File: config.mk
export PLATFORM = sky130hd
export DESIGN_NAME = allpass_peaking_low_shelf_eq
export DESIGN_NICKNAME = d
export VERILOG_FILES = /design/src/design/apls_eq_pkg.sv /design/src/design/allpass_peaking_low_shelf_eq.sv
export VERILOG_INCLUDE_DIRS = /design/src /design/src/design
export SDC_FILE = /design/constraint.sdc
export NUM_CORES = 2
export LEC_CHECK = 0
export BUFFER_PORTS_ARGS = -buffer_cell sky130_fd_sc_hd__buf_2
export CAP_MARGIN = 20
export CORE_ASPECT_RATIO = 0.7
export CORE_MARGIN = 2
export CORE_UTILIZATION = 40
export CTS_BUF_LIST = sky130_fd_sc_hd__clkbuf_16
export DETAILED_ROUTE_END_ITERATION = 8
export GPL_TIMING_DRIVEN = 1
export PLACE_DENSITY = 0.55
export SLEW_MARGIN = 40
export SYNTH_ARGS = -nofsm -noshare
export SYNTH_HDL_FRONTEND = slang
export SYNTH_SLANG_ARGS = --single-unit
File: constraint.sdc
create_clock -name clk -period 9.1 [get_ports clk]
set_clock_uncertainty 0.2 [all_clocks]
set_input_delay 0.91 -clock clk [delete_from_list [all_inputs] [get_ports clk]]
set_output_delay 0.91 -clock clk [all_outputs]
set_load 0.01 [all_outputs]
File: src/design/assert_macros.svh
// Assertion helpers shared by the RTL.
`ifndef ASSERT_MACROS_SVH
`define ASSERT_MACROS_SVH

// Same-cycle implication, checked on every rising edge outside reset.
`define ASSERT_SAME(label, clk, rst_n, ante, cons, msg) \
	label: assert property (@(posedge clk) disable iff (!rst_n) (ante) |-> (cons)) \
		else $error(msg);

// Next-cycle implication, checked on every rising edge outside reset.
`define ASSERT_NEXT(label, clk, rst_n, ante, cons, msg) \
	label: assert property (@(posedge clk) disable iff (!rst_n) (ante) |=> (cons)) \
		else $error(msg);

`endif

File: src/design/apls_eq_pkg.sv
package apls_eq_pkg;

	// Number of channels with their own filter state.
	localparam int CHANNELS = 2;
	localparam int CH_W     = (CHANNELS > 1) ? $clog2(CHANNELS) : 1;

	// Field widths.
	localparam int SMP_W   = 24;
	localparam int CHN_W   = 4;
	localparam int COEF_W  = 24;
	localparam int GAIN_W  = 28;
	localparam int ST_W    = 28;
	localparam int OPA_W   = 28;
	localparam int OPB_W   = 29;
	localparam int PROD_W  = OPA_W + OPB_W;
	localparam int TERM_W  = PROD_W - 22;
	localparam int ACC_W   = 38;
	localparam int PADDR_W = 5;
	localparam int PDATA_W = 32;

	// Register indexes (byte address divided by four).
	localparam logic [2:0] REG_BAND_C     = 3'd0;
	localparam logic [2:0] REG_BAND_D     = 3'd1;
	localparam logic [2:0] REG_SHELF_COEF = 3'd2;
	localparam logic [2:0] REG_PEAK_GAIN  = 3'd3;
	localparam logic [2:0] REG_SHELF_GAIN = 3'd4;

	// Program length and step counter.
	localparam int STEP_W = 4;
	localparam logic [STEP_W-1:0] LAST_STEP = STEP_W'(9);

	typedef enum logic [2:0] {
		A_C, A_D, A_K, A_PG, A_SG
	} opa_sel_t;

	typedef enum logic [2:0] {
		B_X, B_B1, B_S1, B_X1_MINUS_B1, B_X_MINUS_ACC, B_X_PLUS_ACC
	} opb_sel_t;

	typedef enum logic [2:0] {
		ACC_NOP, ACC_LOAD_ADD, ACC_LOAD_SUB, ACC_ADD, ACC_SUB, ACC_FIN
	} acc_op_t;

	typedef enum logic [1:0] {
		BASE_X, BASE_X1, BASE_I1
	} base_sel_t;

	typedef enum logic [1:0] {
		WR_NONE, WR_INNER, WR_BAND, WR_SHELF
	} wr_sel_t;

	// One control word: operand load, accumulate stage, capture and writeback.
	typedef struct packed {
		logic      ld;
		opa_sel_t  a_sel;
		opb_sel_t  b_sel;
		logic      shr23;
		acc_op_t   acc_op;
		base_sel_t base_sel;
		wr_sel_t   wr_sel;
		logic      wb;
		logic      last;
	} ctrl_t;

	localparam ctrl_t CTRL_NOP = '{
		ld: 1'b0, a_sel: A_C, b_sel: B_X, shr23: 1'b0, acc_op: ACC_NOP,
		base_sel: BASE_X, wr_sel: WR_NONE, wb: 1'b0, last: 1'b0
	};

	// The program. An operand pair loaded at step s is multiplied at step s+1
	// and its rounded product is accumulated at step s+2.
	function automatic ctrl_t ctrl_rom(input logic [STEP_W-1:0] step);
		ctrl_t w;
		w = CTRL_NOP;
		unique case (step)
			STEP_W'(0): begin
				w.ld = 1'b1; w.a_sel = A_C; w.b_sel = B_B1;
			end
			STEP_W'(1): begin
				w.ld = 1'b1; w.a_sel = A_C; w.b_sel = B_X;
			end
			STEP_W'(2): begin
				w.ld = 1'b1; w.a_sel = A_D; w.b_sel = B_X1_MINUS_B1;
				w.acc_op = ACC_LOAD_ADD; w.base_sel = BASE_X1;
			end
			STEP_W'(3): begin
				w.ld = 1'b1; w.a_sel = A_K; w.b_sel = B_X;
				w.acc_op = ACC_LOAD_SUB; w.base_sel = BASE_I1; w.wr_sel = WR_INNER;
			end
			STEP_W'(4): begin
				w.ld = 1'b1; w.a_sel = A_K; w.b_sel = B_S1;
				w.acc_op = ACC_ADD;
			end
			STEP_W'(5): begin
				w.ld = 1'b1; w.a_sel = A_PG; w.b_sel = B_X_MINUS_ACC;
				w.acc_op = ACC_LOAD_ADD; w.base_sel = BASE_X1; w.wr_sel = WR_BAND;
			end
			STEP_W'(6): begin
				w.acc_op = ACC_SUB;
			end
			STEP_W'(7): begin
				w.ld = 1'b1; w.a_sel = A_SG; w.b_sel = B_X_PLUS_ACC;
				w.shr23 = 1'b1; w.acc_op = ACC_LOAD_ADD; w.base_sel = BASE_X;
				w.wr_sel = WR_SHELF;
			end
			STEP_W'(8): begin
				w.wb = 1'b1;
			end
			STEP_W'(9): begin
				w.shr23 = 1'b1; w.acc_op = ACC_FIN; w.last = 1'b1;
			end
			default: begin
				w = CTRL_NOP;
			end
		endcase
		return w;
	endfunction

	function automatic logic signed [ST_W-1:0] sat_st(input logic signed [ACC_W-1:0] v);
		logic signed [ACC_W-1:0] hi;
		logic signed [ACC_W-1:0] lo;
		hi = ACC_W'(signed'({1'b0, {(ST_W-1){1'b1}}}));
		lo = -hi - ACC_W'(1);
		if (v > hi) begin
			return {1'b0, {(ST_W-1){1'b1}}};
		end else if (v < lo) begin
			return {1'b1, {(ST_W-1){1'b0}}};
		end
		return v[ST_W-1:0];
	endfunction

	function automatic logic signed [SMP_W-1:0] sat_smp(input logic signed [ACC_W-1:0] v);
		logic signed [ACC_W-1:0] hi;
		logic signed [ACC_W-1:0] lo;
		hi = ACC_W'(signed'({1'b0, {(SMP_W-1){1'b1}}}));
		lo = -hi - ACC_W'(1);
		if (v > hi) begin
			return {1'b0, {(SMP_W-1){1'b1}}};
		end else if (v < lo) begin
			return {1'b1, {(SMP_W-1){1'b0}}};
		end
		return v[SMP_W-1:0];
	endfunction

endpackage

File: src/design/allpass_peaking_low_shelf_eq.sv
// A request runs the ten-step program, which puts all seven products of a sample
// through the one shared 28 x 29 multiplier; the result is registered at the output.
// The last step waits until the output register is free or being emptied.
// The next sample is taken at the same edge as the last step of the previous one.
// Reset (arst_n low, asynchronous) clears the coefficients, gains, all channel
// state, the sequencer and the output valid flag.
`include "assert_macros.svh"

module allpass_peaking_low_shelf_eq (
	input  logic                                clk,
	input  logic                                arst_n,
	// Configuration port.
	input  logic                                psel,
	input  logic                                penable,
	input  logic                                pwrite,
	input  logic [apls_eq_pkg::PADDR_W-1:0]     paddr,
	input  logic [apls_eq_pkg::PDATA_W-1:0]     pwdata,
	output logic [apls_eq_pkg::PDATA_W-1:0]     prdata,
	output logic                                pready,
	// Input stream.
	input  logic                                s_tvalid,
	output logic                                s_tready,
	input  logic [apls_eq_pkg::SMP_W-1:0]       s_tdata,  // [23:0] sample_in
	input  logic [apls_eq_pkg::CHN_W-1:0]       s_tuser,  // [3:0] channel
	// Output stream.
	output logic                                m_tvalid,
	input  logic                                m_tready,
	output logic [apls_eq_pkg::SMP_W-1:0]       m_tdata,  // [23:0] sample_out
	output logic [apls_eq_pkg::CHN_W-1:0]       m_tuser   // [3:0] channel_out
);
	import apls_eq_pkg::*;

	// ------------------------------------------------------------------
	// Configuration registers. The bus must write them only while the filter is
	// idle, which the block does not enforce; the datapath reads them directly.
	// ------------------------------------------------------------------
	logic signed [COEF_W-1:0] band_coef_c_q;
	logic signed [COEF_W-1:0] band_coef_d_q;
	logic signed [COEF_W-1:0] shelf_coef_q;
	logic signed [GAIN_W-1:0] peak_gain_q;
	logic signed [GAIN_W-1:0] shelf_gain_q;

	logic       cfg_wr;
	logic [2:0] cfg_idx;

	assign pready  = 1'b1;
	assign cfg_idx = paddr[4:2];
	assign cfg_wr  = psel && penable && pwrite && pready;

	always_ff @(posedge clk or negedge arst_n) begin
		if (!arst_n) begin
			band_coef_c_q <= '0;
			band_coef_d_q <= '0;
			shelf_coef_q  <= '0;
			peak_gain_q   <= '0;
			shelf_gain_q  <= '0;
		end else if (cfg_wr) begin
			unique case (cfg_idx)
				REG_BAND_C:     band_coef_c_q <= pwdata[COEF_W-1:0];
				REG_BAND_D:     band_coef_d_q <= pwdata[COEF_W-1:0];
				REG_SHELF_COEF: shelf_coef_q  <= pwdata[COEF_W-1:0];
				REG_PEAK_GAIN:  peak_gain_q   <= pwdata[GAIN_W-1:0];
				REG_SHELF_GAIN: shelf_gain_q  <= pwdata[GAIN_W-1:0];
				default: begin
				end
			endcase
		end
	end

	// Reads return the register value sign-extended to the bus width.
	always_comb begin
		unique case (cfg_idx)
			REG_BAND_C:     prdata = PDATA_W'(band_coef_c_q);
			REG_BAND_D:     prdata = PDATA_W'(band_coef_d_q);
			REG_SHELF_COEF: prdata = PDATA_W'(shelf_coef_q);
			REG_PEAK_GAIN:  prdata = PDATA_W'(peak_gain_q);
			REG_SHELF_GAIN: prdata = PDATA_W'(shelf_gain_q);
			default:        prdata = '0;
		endcase
	end

	// ------------------------------------------------------------------
	// Sequencer. A request starts the program at step zero; every step
	// reads its control word from the program table. The last step only
	// completes once the output register is free or being emptied, and the
	// next request is taken at that same edge.
	// ------------------------------------------------------------------
	logic              busy_q;
	logic [STEP_W-1:0] step_q;
	ctrl_t             ctrl;
	logic              out_free;
	logic              step_go;
	logic              fin_go;
	logic              in_go;

	assign ctrl     = ctrl_rom(step_q);
	assign out_free = !m_tvalid || m_tready;
	assign step_go  = busy_q && (!ctrl.last || out_free);
	assign fin_go   = step_go && ctrl.last;
	assign s_tready = !busy_q || fin_go;
	assign in_go    = s_tvalid && s_tready;

	always_ff @(posedge clk or negedge arst_n) begin
		if (!arst_n) begin
			busy_q <= 1'b0;
			step_q <= '0;
		end else if (in_go) begin
			busy_q <= 1'b1;
			step_q <= '0;
		end else if (fin_go) begin
			busy_q <= 1'b0;
			step_q <= '0;
		end else if (step_go) begin
			step_q <= step_q + STEP_W'(1);
		end
	end

	// ------------------------------------------------------------------
	// Per-channel filter state, cleared at reset. A request takes a copy of
	// its channel's four words; the program writes the new ones back one
	// step before it finishes, so a request taken at the final edge already
	// sees them.
	// ------------------------------------------------------------------
	logic signed [ST_W-1:0] prev_input_q     [CHANNELS];
	logic signed [ST_W-1:0] prev_band_out_q  [CHANNELS];
	logic signed [ST_W-1:0] band_inner_q     [CHANNELS];
	logic signed [ST_W-1:0] prev_shelf_out_q [CHANNELS];

	logic signed [SMP_W-1:0] x_q;
	logic [CHN_W-1:0]        ch_q;
	logic                    bypass_q;
	logic signed [ST_W-1:0]  x1_q;
	logic signed [ST_W-1:0]  b1_q;
	logic signed [ST_W-1:0]  i1_q;
	logic signed [ST_W-1:0]  s1_q;
	logic signed [ST_W-1:0]  band_q;
	logic signed [ST_W-1:0]  inner_q;
	logic signed [ST_W-1:0]  shelf_q;

	logic [CH_W-1:0] in_idx;
	logic [CH_W-1:0] wb_idx;
	logic            in_range;

	assign in_idx   = s_tuser[CH_W-1:0];
	assign wb_idx   = ch_q[CH_W-1:0];
	assign in_range = {1'b0, s_tuser} < (CHN_W + 1)'(CHANNELS);

	always_ff @(posedge clk) begin
		if (in_go) begin
			x_q  <= s_tdata;
			ch_q <= s_tuser;
			x1_q <= prev_input_q[in_idx];
			b1_q <= prev_band_out_q[in_idx];
			i1_q <= band_inner_q[in_idx];
			s1_q <= prev_shelf_out_q[in_idx];
		end
	end

	always_ff @(posedge clk or negedge arst_n) begin
		if (!arst_n) begin
			bypass_q <= 1'b0;
		end else if (in_go) begin
			bypass_q <= !in_range;
		end
	end

	always_ff @(posedge clk or negedge arst_n) begin
		if (!arst_n) begin
			for (int i = 0; i < CHANNELS; i++) begin
				prev_input_q[i]     <= '0;
				prev_band_out_q[i]  <= '0;
				band_inner_q[i]     <= '0;
				prev_shelf_out_q[i] <= '0;
			end
		end else if (step_go && ctrl.wb && !bypass_q) begin
			prev_input_q[wb_idx]     <= ST_W'(x_q);
			prev_band_out_q[wb_idx]  <= band_q;
			band_inner_q[wb_idx]     <= inner_q;
			prev_shelf_out_q[wb_idx] <= shelf_q;
		end
	end

	// ------------------------------------------------------------------
	// Datapath: operand registers, one multiplier with its product
	// register, then rounding and a single accumulator.
	// ------------------------------------------------------------------
	logic signed [OPA_W-1:0]  opa_q;
	logic signed [OPB_W-1:0]  opb_q;
	logic signed [OPA_W-1:0]  opa_d;
	logic signed [OPB_W-1:0]  opb_d;
	logic signed [PROD_W-1:0] prod_q;
	logic signed [ACC_W-1:0]  acc_q;
	logic signed [ST_W-1:0]   acc_sat;
	logic signed [PROD_W-1:0] rnd;
	logic signed [TERM_W-1:0] term;
	logic signed [ACC_W-1:0]  term_x;
	logic signed [ACC_W-1:0]  base;
	logic signed [ACC_W-1:0]  fin_sum;

	// The band and shelf outputs are fed back straight from the accumulator
	// in the step where it holds them.
	assign acc_sat = sat_st(acc_q);

	always_comb begin
		unique case (ctrl.a_sel)
			A_C:     opa_d = OPA_W'(band_coef_c_q);
			A_D:     opa_d = OPA_W'(band_coef_d_q);
			A_K:     opa_d = OPA_W'(shelf_coef_q);
			A_PG:    opa_d = peak_gain_q;
			A_SG:    opa_d = shelf_gain_q;
			default: opa_d = '0;
		endcase
	end

	always_comb begin
		unique case (ctrl.b_sel)
			B_X:           opb_d = OPB_W'(x_q);
			B_B1:          opb_d = OPB_W'(b1_q);
			B_S1:          opb_d = OPB_W'(s1_q);
			B_X1_MINUS_B1: opb_d = OPB_W'(x1_q) - OPB_W'(b1_q);
			B_X_MINUS_ACC: opb_d = OPB_W'(x_q) - OPB_W'(acc_sat);
			B_X_PLUS_ACC:  opb_d = OPB_W'(x_q) + OPB_W'(acc_sat);
			default:       opb_d = '0;
		endcase
	end

	always_ff @(posedge clk) begin
		if (step_go && ctrl.ld) begin
			opa_q <= opa_d;
			opb_q <= opb_d;
		end
		if (step_go) begin
			prod_q <= PROD_W'(opa_q) * PROD_W'(opb_q);
		end
	end

	// Round to nearest with ties towards plus infinity: add half, then
	// take the arithmetic shift by 22 (coefficients) or 23 (gains, which
	// carry the factor of one half).
	assign rnd  = prod_q + (ctrl.shr23 ? PROD_W'(64'sd1 <<< 22) : PROD_W'(64'sd1 <<< 21));
	assign term = ctrl.shr23 ? TERM_W'(signed'(rnd[PROD_W-1:23])) : rnd[PROD_W-1:22];
	assign term_x = ACC_W'(term);

	always_comb begin
		unique case (ctrl.base_sel)
			BASE_X:  base = ACC_W'(x_q);
			BASE_X1: base = ACC_W'(x1_q);
			BASE_I1: base = ACC_W'(i1_q);
			default: base = '0;
		endcase
	end

	assign fin_sum = acc_q + term_x;

	always_ff @(posedge clk) begin
		if (step_go) begin
			unique case (ctrl.acc_op)
				ACC_LOAD_ADD: acc_q <= base + term_x;
				ACC_LOAD_SUB: acc_q <= base - term_x;
				ACC_ADD:      acc_q <= acc_q + term_x;
				ACC_SUB:      acc_q <= acc_q - term_x;
				ACC_NOP, ACC_FIN: begin
				end
				default: begin
				end
			endcase
			unique case (ctrl.wr_sel)
				WR_INNER: inner_q <= acc_sat;
				WR_BAND:  band_q  <= acc_sat;
				WR_SHELF: shelf_q <= acc_sat;
				WR_NONE: begin
				end
				default: begin
				end
			endcase
		end
	end

	// ------------------------------------------------------------------
	// Output register. A channel outside the configured range passes its
	// sample through unchanged.
	// ------------------------------------------------------------------
	always_ff @(posedge clk or negedge arst_n) begin
		if (!arst_n) begin
			m_tvalid <= 1'b0;
		end else if (fin_go) begin
			m_tvalid <= 1'b1;
		end else if (m_tready) begin
			m_tvalid <= 1'b0;
		end
	end

	always_ff @(posedge clk) begin
		if (fin_go) begin
			m_tdata <= bypass_q ? x_q : sat_smp(fin_sum);
			m_tuser <= ch_q;
		end
	end

	// ------------------------------------------------------------------
	// Assertions.
	// ------------------------------------------------------------------
	`ASSERT_SAME(a_step_in_program, clk, arst_n, busy_q, step_q <= LAST_STEP, "step counter ran past the program")
	`ASSERT_NEXT(a_req_starts_program, clk, arst_n, in_go, busy_q && (step_q == '0), "request did not start the program")
	`ASSERT_NEXT(a_result_from_last_step, clk, arst_n, !(busy_q && (step_q == LAST_STEP)), !$rose(m_tvalid), "result offered without a finished program")
endmodule
==> impl_metrics.tcl <==
set metrics [dict create \
    status "finished clean" \
    worst_pin_slew_ns 0.922 \
    track_usage 0.238 \
    port_buffers 127 \
    cts-htree-levels 3 \
    synth_cell_type_count 94 \
    placed_cells 8966 \
    cts_tree "done" \
    grt_max_degree 102 \
    synth-compound-area-share 0.0983 \
    root_buffer "clkbuf_16" \
    synth_xor_area_frac 0.0273 \
    antenna_found_initial 4 \
    drtIter0Drc 4355 \
    synth_edf_count 379 \
    rows 127 \
    post_dp_cell_area_um2 73700 \
    rsz0062_at_grt "false" \
    coreArea_um2 172000 \
    synth_top_family_by_area "adder cells" \
    viasPerCell 5.50 \
    grtUsageMet1 0.385 \
    design_area_um2 76500 \
    numCtsBuffers 78 \
    synth_warnings 0 \
    vias 50100 \
    end_kind "flop" \
    min_period_ns 8.79 \
    start_util 0.404 \
    worst_path_largest_cell_delay_ns 0.65 \
    firstDrtPassIters 8 \
    nNetsFinal 8019 \
    synth_nets 7936 \
    grtUsageMet2 0.330 \
    grt_pass1_vias 49800 \
    gp_congestion 0.927 \
    die_area_um2 177000 \
    relSlewSlack 0.385 \
    synth.area.mux_share 0.0855 \
    synth.avg_cell_area_um2 10.5 \
    synth_area_um2 69500 \
    overflow 0 \
    clkLatencyLatePin_ns 0.72 \
    async_flop_share 0.481 \
    hp-class "primary input to flop" \
    fin_cells 9120 \
    slew_viol_final 0 \
    io_pins 135 \
    fin_crit_sh 0.966 \
    use_met3 0.0404 \
    ys.flop_type "edfxtp_1" \
    drv_cap 0 \
    synth_seq_cells 730 \
    required_ns 9.33 \
    die_y_um 353 \
    finalHoldViolCount 0 \
    drc 0 \
    grt.busiest_layer "met1" \
    utilization 0.445 \
    fp.dieW_um 502 \
    clockBufferDepth 3 \
    wire_per_inst_um 23.1 \
    cp_max_fo 8 \
    cts_num_sinks 730 \
    slowest_stage "edfxtp_1" \
    synth_cells 6646 \
    totalWireLength_um 210000 \
    drive_gt1_frac 0.154 \
    synthSimpleGateAreaFrac 0.117 \
    setup_violations 0 \
    detailed_place_hpwl_um 163000 \
    min_delay_path_depth 1 \
    crit_top_cell "fa_1" \
    arrival_ns 9.01 \
    syn2layout_area_growth_pct 10.0 \
    cp-start-kind "flop" \
    clk_pin_slew_ns 0.07 \
    synth-adder-area-share 0.312 \
    crit_type "flop to flop" \
    route.antenna.remaining_nets 0 \
    r2r_cells 28 \
    max_clock_freq_mhz 114 \
    grt_pass1_wl_um 320000 \
    tns_ns 0 \
    yosysSeqAreaShare 0.290 \
]
logic make-up after synthesis:
logic type               count (synthesis)
AND/OR/NAND/NOR                       1650
buffers and inverters                 1285
adder cells (fa/ha/maj)               1218
AO/OA/AOI/OAI                         1016
flip-flops                             730
multiplexers                           531
XOR/XNOR                               215
other                                    1
Yosys cell counts, types with 60 or more instances:
| library cell | instances | area share |
|---|---|---|
| inv_1 | 935 | 0.051 |
| ha_1 | 364 | 0.066 |
| clkbuf_1 | 325 | 0.018 |
| fa_1 | 854 | 0.25 |
| mux2_2 | 500 | 0.081 |
| xnor2_1 | 126 | 0.016 |
| a21oi_1 | 223 | 0.016 |
| and2_1 | 428 | 0.039 |
| xor2_1 | 87 | 0.011 |
| nor2_1 | 214 | 0.012 |
| a22oi_1 | 66 | 0.0071 |
| a21o_1 | 107 | 0.012 |
| dfrtp_1 | 351 | 0.13 |
| nand2_1 | 643 | 0.035 |
| nor3_1 | 60 | 0.0043 |
| nand3_1 | 86 | 0.0062 |
| o21ai_0 | 191 | 0.014 |
| edfxtp_1 | 379 | 0.16 |
placed cells by master (no fill, tap or decap), types with 14 or more instances in the layout:
master     count
o31ai_1       17
xor2_1        87
a21oi_1      218
o21a_1        52
nor4_1        14
nand3_1       85
nor2b_1       28
dfrtp_1      351
and2_1       426
o21bai_1      19
ha_1         364
mux2_2       500
mux2i_1       31
a221o_1       19
buf_4        201
nand2_1      640
nor3_1        56
o22ai_1       56
nor2_1       205
nand4_1       25
a21o_1       107
and3_1        33
o211ai_1      21
xnor2_1      126
edfxtp_1     379
buf_2        125
nand2b_1      39
a31oi_1       40
o21ai_0      187
a222oi_1      45
clkbuf_16     83
a22oi_1       66
a211oi_1      22
o221ai_1      27
inv_1        947
fa_1         854
state kept, by name, summed over array words and instances, names as in the netlist, 29 cells and up:
| name | count |
|---|---|
| prev_band_out_q | 56 |
| prod_q | 36 |
| prev_shelf_out_q | 56 |
| acc_q | 38 |
| opb_q | 29 |
| band_inner_q | 56 |
| prev_input_q | 48 |
stage by stage:
stage	hold slack, ns	setup slack (ns)
after global placement	0.281	0.347
after detailed placement	0.287	0.341
final	0.175	0.311
after CTS	0.125	0.267
after global routing	0.143	0.00891
after floorplan	0.200	1.15
worst max-delay path: cells and delay by family, from the launching register on:
family | cells | cell delay, ns
flip-flops | 1 | 0.65
AO/OA/AOI/OAI | 10 | 1.99
adder cells (fa/ha/maj) | 9 | 4.11
AND/OR/NAND/NOR | 3 | 0.70
buffers and inverters | 6 | 0.80
cell type report:
| cell class | instances | area [um^2] |
|---|---|---|
| multi-input cells | 4631 | 44600 |
| well taps | 2322 | 2910 |
| flip-flops and latches | 730 | 20200 |
| clock buffers | 83 | 2080 |
| clock inverters | 59 | 541 |
| fillers | 16400 | 95500 |
| repair buffers | 353 | 2590 |
| inverters | 935 | 3510 |
| diodes | 7 | 17.5 |
routing by layer:
layer  routed length, um  up-vias
met1              105000    25900
met4                3200        4
met3               16500      170
li1                    -    22300
met2               86000     1742
met5                  27        -
path summary, 6_finish.rpt:
check | from | endpoint | slack (ns)
setup / recovery | opa_q[8]$_SDFFCE_PN0P_ | prod_q[54]$_DFFE_PP_ | 0.31
hold / removal | s_tdata[23] | x_q[23]$_DFFE_PP_ | 0.17
setup reg to reg | opa_q[8]$_SDFFCE_PN0P_ | prod_q[54]$_DFFE_PP_ | 0.31
hold reg to reg | inner_q[24]$_DFFE_PP_ | band_inner_q[24]$_DFFE_PN0P_ | 0.30
max in group asynchronous | arst_n | band_inner_q[36]$_DFFE_PN0P_ | 6.37
min in group asynchronous | arst_n | band_coef_d_q[9]$_DFFE_PN0P_ | 0.57
what timing repair did:
| item | in CTS | in global routing |
|---|---|---|
| hold buffers | 1 | 0 |
| hold endpoints to repair | 71 | 0 |
| setup buffers | 0 | 2 |
| gates resized for setup | 0 | 2 |
| setup endpoints to repair | 0 | 3 |
Power is left out: the tool's default activity adds up to more than one toggle a clock period on the data nets, which glitch-free logic cannot reach.
